File: src/sv/ums_pkg.sv
// Shared types, constants and tap table of the unsharp mask stream core.
`default_nettype none
package ums_pkg;

	localparam int DEF_MAX_WIDTH  = 2048;
	localparam int DEF_MAX_HEIGHT = 4096;
	localparam int TAPS           = 7;
	localparam int HB_LINES       = 10;
	localparam int PIX_W          = 24;
	localparam int ACC_W          = 20;
	localparam int CFG_IDX_W      = 2;
	localparam int CFG_DATA_W     = 13;

	localparam logic [CFG_IDX_W-1:0] REG_IMAGE_WIDTH    = 2'd0;
	localparam logic [CFG_IDX_W-1:0] REG_IMAGE_HEIGHT   = 2'd1;
	localparam logic [CFG_IDX_W-1:0] REG_DIFF_THRESHOLD = 2'd2;
	localparam logic [CFG_IDX_W-1:0] REG_AMOUNT_Q8      = 2'd3;

	localparam logic [11:0] RST_IMAGE_WIDTH    = 12'd640;
	localparam logic [12:0] RST_IMAGE_HEIGHT   = 13'd480;
	localparam logic [7:0]  RST_DIFF_THRESHOLD = 8'd0;
	localparam logic [9:0]  RST_AMOUNT_Q8      = 10'd256;

	localparam logic KIND_PIXEL = 1'b0;
	localparam logic KIND_DRAIN = 1'b1;

	localparam logic [PIX_W-1:0] PAD_PIXEL = 24'hFFFFFF;

	typedef struct packed {
		logic accept;
		logic start;
		logic hmac;
		logic hwrite;
		logic adv;
		logic vaddr;
		logic vmac;
		logic emit;
	} cmd_t;

	typedef struct packed {
		logic ignore;
		logic pixel;
		logic has_h;
		logic col_done;
		logic tap_last;
		logic emit_ok;
		logic border;
		logic out_free;
	} sts_t;

	// Q12 Gaussian taps, symmetric around the center tap.
	function automatic logic [10:0] tap_coef(input logic [2:0] idx);
		logic [10:0] c;
		unique case (idx)
			3'd0, 3'd6: c = 11'd25;
			3'd1, 3'd5: c = 11'd250;
			3'd2, 3'd4: c = 11'd991;
			3'd3:       c = 11'd1569;
			default:    c = 11'd0;
		endcase
		return c;
	endfunction

endpackage
`default_nettype wire

File: src/sv/ums_ctrl.sv
// Controller state machine that sequences one transaction through the datapath.
`default_nettype none
module ums_ctrl
	import ums_pkg::*;
(
	input  wire logic clk,
	input  wire logic arst_n,
	input  wire logic s_tvalid,
	output logic      s_tready,
	input  wire sts_t sts,
	output cmd_t      cmd
);

	typedef enum logic [7:0] {
		S_IDLE   = 8'b0000_0001,
		S_DECIDE = 8'b0000_0010,
		S_HMAC   = 8'b0000_0100,
		S_HWR    = 8'b0000_1000,
		S_ADV    = 8'b0001_0000,
		S_VADDR  = 8'b0010_0000,
		S_VMAC   = 8'b0100_0000,
		S_EMIT   = 8'b1000_0000
	} state_t;

	state_t state_q, state_d;

	always_ff @(posedge clk or negedge arst_n) begin
		if (!arst_n) begin
			state_q <= S_IDLE;
		end else begin
			state_q <= state_d;
		end
	end

	always_comb begin
		state_d = state_q;
		unique case (state_q)
			S_IDLE: begin
				if (s_tvalid) state_d = S_DECIDE;
			end
			S_DECIDE: begin
				priority if (sts.ignore) state_d = S_IDLE;
				else if (sts.pixel && sts.has_h) state_d = S_HMAC;
				else state_d = S_ADV;
			end
			S_HMAC: begin
				if (sts.tap_last) state_d = S_HWR;
			end
			S_HWR: begin
				state_d = sts.col_done ? S_ADV : S_HMAC;
			end
			S_ADV: begin
				priority if (!sts.emit_ok) state_d = S_IDLE;
				else if (sts.border) state_d = S_EMIT;
				else state_d = S_VADDR;
			end
			S_VADDR: begin
				state_d = S_VMAC;
			end
			S_VMAC: begin
				state_d = sts.tap_last ? S_EMIT : S_VADDR;
			end
			S_EMIT: begin
				if (sts.out_free) state_d = S_IDLE;
			end
			default: state_d = S_IDLE;
		endcase
	end

	assign s_tready   = (state_q == S_IDLE);
	assign cmd.accept = (state_q == S_IDLE) && s_tvalid;
	assign cmd.start  = (state_q == S_DECIDE) && !sts.ignore;
	assign cmd.hmac   = (state_q == S_HMAC);
	assign cmd.hwrite = (state_q == S_HWR);
	assign cmd.adv    = (state_q == S_ADV);
	assign cmd.vaddr  = (state_q == S_VADDR);
	assign cmd.vmac   = (state_q == S_VMAC);
	assign cmd.emit   = (state_q == S_EMIT) && sts.out_free;

endmodule
`default_nettype wire

File: config.mk
export PLATFORM = sky130hd
export DESIGN_NAME = ums_ctrl
export DESIGN_NICKNAME = d
export VERILOG_FILES = /design/src/sv/ums_pkg.sv /design/src/sv/ums_ctrl.sv
export SDC_FILE = /design/constraint.sdc
export NUM_CORES = 1
export LEC_CHECK = 0
export BUFFER_PORTS_ARGS = -buffer_cell sky130_fd_sc_hd__buf_2
export CAP_MARGIN = 20
export CORE_AREA = 2 2 39 41
export DETAILED_ROUTE_END_ITERATION = 16
export DIE_AREA = 0 0 41 43
export PLACE_DENSITY_LB_ADDON = 0.08
export SYNTH_ARGS = -nofsm -noshare
export SYNTH_HDL_FRONTEND = slang
export SYNTH_SLANG_ARGS = --single-unit
export TNS_END_PERCENT = 1
File: constraint.sdc
create_clock -name clk -period 1.89 [get_ports clk]
set_input_delay 0.189 -clock clk [delete_from_list [all_inputs] [get_ports clk]]
set_output_delay 0.189 -clock clk [all_outputs]
set_load 0.05 [all_outputs]
==> flow_summary.ini, run 1 <==
[job]
cap_viol_max_count = 0

[timing]
skew_ns = 0.00658
holdWs_ns = 0.111
fin_crit_sh_pct = 96.9
max_freq_ghz = 0.546
drv_slew = 0
final-hold-violation-count = 0
min_period_ns = 1.83
setup-violations-final = 0
rsz0062_at_grt = yes
slew_headroom_pct = 81.7
worstMarginPinSlew_ns = 0.275

[cts]
root_buffer = clkbuf_4
clockBufferDepth = 2
clk_latency_ns = 0.26
numCtsBuffers = 3
htreeDepth = 1
cts_tree = built
clkTransAtPathRegs_ns = 0.06
clock_sinks = 8
postCtsSetupBuffers = 0

[power_and_ir_drop]
ir_drop_v = 0.000385
power_density_nw_per_um2 = 1040
leakagePower_nw = 0.370

[detailed_routing]
wl_per_cell_um = 13.2
initialDrtViolationCount = 10
num_vias = 558
ant_nets = 0
dr.pass1.iters = 4
vias_per_cell = 5.37
routed_wl_um = 1380
drc = 0

[cells_and_area]
final_cell_area_um2 = 752
regArea_um2 = 201
area_growth_pct = 44.5
top_register = state_q
largest_reg_flops = 8
reg_top3 = state_q: 8 flops
n_fill_cell = 137
multi_input_area_um2 = 337
nNetsFinal = 100
drive_gt1_share_pct = 40.9
antenna_cells = 0

[grt]
antenna_found_initial = 0
globalRouteOverflowTotal = 0
grt_pass1_wl_um = 2200
grt_pass1_vias = 524
grt_use_total_pct = 19.6
grt_max_degree = 9

[worst_hold_path]
hp-class = in2reg

[worst_setup_path]
critPathTopFamily = simple AND/OR/NAND/NOR gates
cp.depth = 6
crit_path_max_fanout = 4
startpoint_type = flip-flop
crit_arrival_ns = 1.64
r2r_end = state_q[0]
cp_common_cell = buf_4
r2r_setup_slack_ns = 0.07
crit_start = state_q[3]
cp_cell_sequence = buf_4, nor4_1, buf_4, nand2_1, nor2_2, buf_6
reg2reg_depth = 5
slowest_delay_ns = 0.38
crit_end = cmd[2]
worstReg2RegStart = state_q[2]
crit_buf_inv = 3
end_kind = primary output
slowest_stage = dfrtp_1
critPathRequiredTime_ns = 1.70
worstSetupPathType = reg2out

[floorplanning]
dieHeight_um = 43
die_w_um = 41
fp-row-count = 14
die-area_um2 = 1760
core_um2 = 1380
floorplan.initialDensity_pct = 37.6
io_pins = 20

[place]
port_buffers = 19
place_congestion = 0.801
dp_hpwl_um = 1020
postPlaceCellArea_um2 = 671

[yosys]
yosysUniqueCellTypes = 28
synth_top_cells_by_area = dfrtp_1 34%, nor2_1 7.9%, dfstp_2 5.0%
yosysWarnings = 0
synth_area_um2 = 520
syn_inst = 60
netlist.area_leader.share_pct = 33.7
synth_seq_cells = 8
synth_nets = 71
synth_top_area_cell = dfrtp_1
synth_seq_area_share_pct = 38.7
syn_area_per_cell_um2 = 8.67

[status]
status = complete, no violations
## power by group
group / switching [mW] / internal (mW) / total, mW
Clock: 0.0628 / 0.0810 / 0.144
Combinational: 0.244 / 0.166 / 0.410
Sequential: 0.0285 / 0.202 / 0.231
Total: 0.335 / 0.450 / 0.785
## worst register-to-register path, delay by kind of cell, from the launching register on
kind               cells  cell delay (ns)
AOI/OAI and AO/OA      3             1.01
DFF                    1             0.37
and+or+nand+nor        2             0.36
## stage by stage
stage / worst slack [ns] / utilization (%) / instances / TNS (ns) / power [mW]
4_1_cts: 0.0206 / 51.7 / 104 / 0 / 0.761
2_1_floorplan: -0.278 / - / 60 / -0.477 / 0.505
3_3_place_gp: 0.0806 / 48.5 / 99 / 0 / 0.615
3_5_place_dp: 0.0696 / 48.5 / 99 / 0 / 0.615
6_report: 0.0580 / 54.3 / 104 / 0 / 0.785
5_1_grt: -0.0475 / 54.3 / 104 / -0.203 / 0.831
## worst min-delay path by stage
stage            endpoint  startpoint  cells past startpoint  slack (ns)
5_1_grt        state_q[5]      sts[1]                      2        0.13
4_1_cts        state_q[5]      sts[1]                      2        0.11
3_3_place_gp   state_q[5]      arst_n                      1        0.04
3_5_place_dp   state_q[5]      arst_n                      1        0.04
2_1_floorplan  state_q[1]      arst_n                      0       -0.11
6_report       state_q[5]      sts[1]                      2        0.11
## synth_stat cells
| cell | count |
|---|---|
| a21o_1 | 1 |
| o2bb2ai_1 | 1 |
| and2_1 | 3 |
| and4b_1 | 1 |
| nor4_1 | 1 |
| nand3_1 | 3 |
| o22a_1 | 1 |
| dfstp_2 | 1 |
| a211oi_1 | 1 |
| o22a_2 | 1 |
| and3_1 | 2 |
| dfrtp_1 | 7 |
| nor2_1 | 11 |
| nor2b_1 | 1 |
| nand2b_1 | 4 |
| or2b_1 | 1 |
| a211o_1 | 2 |
| a22oi_1 | 1 |
| nor3b_1 | 1 |
| a2111oi_2 | 1 |
| a22o_1 | 1 |
| nor3_1 | 4 |
| o21ai_0 | 1 |
| inv_1 | 2 |
| nand2b_2 | 1 |
| nand2_1 | 4 |
| o41a_1 | 1 |
| a32o_1 | 1 |
## layout by cell type, fill, tap and decap left out, types with 2 or more instances in the layout
master	n
buf_4	6
inv_1	2
nand2_1	4
nor2_1	7
dfrtp_1	7
nand2b_1	4
a211o_1	2
nor3_1	2
buf_2	12
buf_6	2
nand3_1	3
clkbuf_4	6
and3_1	2
nor2_2	3
nor3_2	2
and2_1	3
## repair_timing
| item | 4_1_cts | 5_1_grt |
|---|---|---|
| pin swaps | 0 | 1 |
| resized for setup | 3 | 15 |
| hold buffers | 1 | 0 |
| endpoints found under the setup margin | 1 | 9 |
| hold endpoints to repair | 8 | 0 |
## logic make-up (layout without fill, tap and decap cells)
kind of cell,count (synthesis),count (layout),synth area share (%)
AO/OA/AOI/OAI,13,13,22.6
buffers and inverters,2,30,1.44
flip-flops,8,8,38.7
AND/OR/NAND/NOR,37,37,37.3
## routing by layer
metal	global-route usage [%]	routed length (µm)	share of wire [%]	vias to the layer above
li1	-	-	-	278
met1	25.6	614	45	255
met2	26.9	640	47	21
met3	4.71	79	5.7	4
met4	14.0	41	3.0	0
met5	0	0	0	-
## area by class of cell
cell class,instances,area share (%)
Sequential cell,8,26.8
Timing Repair Buffer,24,21.3
Inverter,2,0.998
Clock buffer,4,3.49
Tap cell,16,2.66
Multi-Input combinational cell,50,44.8
(Power assumes the default switching activity.)
==> inputs of run 2 (changes only) <==
--- a/config.mk
+++ b/config.mk
@@ -10,7 +10,7 @@
 export CORE_AREA = 2 2 39 41
 export DETAILED_ROUTE_END_ITERATION = 16
 export DIE_AREA = 0 0 41 43
-export PLACE_DENSITY_LB_ADDON = 0.08
+export PLACE_DENSITY = 0.69
 export SYNTH_ARGS = -nofsm -noshare
 export SYNTH_HDL_FRONTEND = slang
 export SYNTH_SLANG_ARGS = --single-unit
==> run 2 against run 1 <==
Clock power about the same. First-iteration DRC count increased by 60%. Critical endpoint is now state_q[0]. Critical path depth decreased by 1.
==> flow_summary.ini, run 2 (same netlist as run 1, synthesis figures left out) <==
[floorplanning]
fp-row-count = 14
dieHeight_um = 43
io_pins = 20
die_w_um = 41
die-area_um2 = 1760
floorplan.initialDensity_pct = 37.6
core_um2 = 1380

[worst_setup_path]
worstSetupPathType = reg2reg
startpoint_type = flip-flop
end_kind = flip-flop
crit_path_max_fanout = 5
critPathRequiredTime_ns = 2.07
crit_arrival_ns = 2.07

[cts]
root_buffer = clkbuf_4
numCtsBuffers = 3
clockBufferDepth = 2
clock_sinks = 8
cts_tree = built
clk_latency_ns = 0.26
postCtsSetupBuffers = 0
clkTransAtPathRegs_ns = 0.06
htreeDepth = 1

[cells_and_area]
drive_gt1_share_pct = 41.4
nNetsFinal = 99
antenna_cells = 0
n_fill_cell = 123
fin_util_pct = 54.0
top_register = state_q
area_growth_pct = 43.5
reg_top3 = state_q: 8 flops
final_common_cell = buf_2
largest_reg_flops = 8
final_cell_mix = 15 x buf_2, 8 x nor2_1, 6 x dfrtp_1

[grt]
grt_pass1_wl_um = 1950
grt_max_degree = 9
globalRouteOverflowTotal = 0
antenna_found_initial = 0
grt_use_total_pct = 16.9
grt_pass1_vias = 478

[timing]
fin_setup_tns_ns = 0
slew_headroom_pct = 81.6
final-hold-violation-count = 0
fin_crit_sh_pct = 99.7
rsz0062_at_grt = yes
skew_ns = 0.00250
max_freq_ghz = 0.531
setup-violations-final = 0
worstMarginPinSlew_ns = 0.274
holdWs_ns = 0.108
min_period_ns = 1.88
drv_slew = 0

[power_and_ir_drop]
ir_drop_v = 0.000445
leakagePower_nw = 0.365
power_density_nw_per_um2 = 1110

[detailed_routing]
initialDrtViolationCount = 16
dr.pass1.iters = 4
ant_nets = 0
routed_wl_um = 1310
drc = 0
num_vias = 572
vias_per_cell = 5.55
wl_per_cell_um = 12.7

[place]
port_buffers = 19
place_congestion = 0.736
dp_hpwl_um = 1010

[job]
cap_viol_max_count = 0

[worst_hold_path]
hp-class = in2reg

[status]
status = complete, no violations
==> run 2: layer usage <==
metal  wire (µm)  GRT usage, %  vias up
li1            -             -      276
met1         564          21.1      275
met2         657          23.8       17
met3          49          4.71        4
met4          42          12.0        0
met5           0             0        -
==> run 2: what timing repair did <==
| item | CTS | global route |
|---|---|---|
| setup endpoints to repair | 1 | 6 |
| gates resized for setup | 1 | 12 |
| pin swaps | 0 | 3 |
| hold buffers | 1 | 0 |
| endpoints found under the hold margin | 8 | 0 |
==> run 2: stage by stage <==
stage	instances	total power, mW	instance area (µm²)	setup WS, ns
2_1_floorplan	60	0.505	526	-0.278
6_report	103	0.828	747	0.00567
3_5_place_dp	98	0.620	663	0.0261
5_1_grt	103	0.886	747	-0.0817
3_3_place_gp	98	0.615	663	0.0622
4_1_cts	103	0.771	702	0.00560
==> run 2: path summary, 6_finish.rpt <==
path,start,end,slack [ns],depth (start not counted)
min reg2reg,state_q[7],state_q[0],0.67,1
max reg2reg,state_q[0],state_q[0],0.006,5
min in group asynchronous,arst_n,state_q[5],0.29,2
max,state_q[0],state_q[0],0.006,5
max in group asynchronous,arst_n,state_q[0],1.36,2
min,sts[1],state_q[5],0.11,2
==> run 2: final cells by class <==
class	count	area (µm²)	share of cell area (%)
tap	16	20.0	2.68
sequential	8	203	27.1
multi-input combinational	50	349	46.7
clock buffer	4	26.3	3.52
inverter	2	7.51	1.01
timing repair buffer	23	141	18.9
==> run 2: where the power goes <==
group	switching [mW]	total, mW	internal [mW]
Combinational	0.245	0.441	0.197
Sequential	0.0373	0.240	0.202
Clock	0.0662	0.147	0.0813
==> run 2: critical path, stage by stage, from the launching register on <==
cell       delay (ns)
dfstp_2          0.59
nand2b_4         0.07
a211o_1          0.33
a2111oi_4        0.36
nor3_2           0.08
o41a_1           0.38
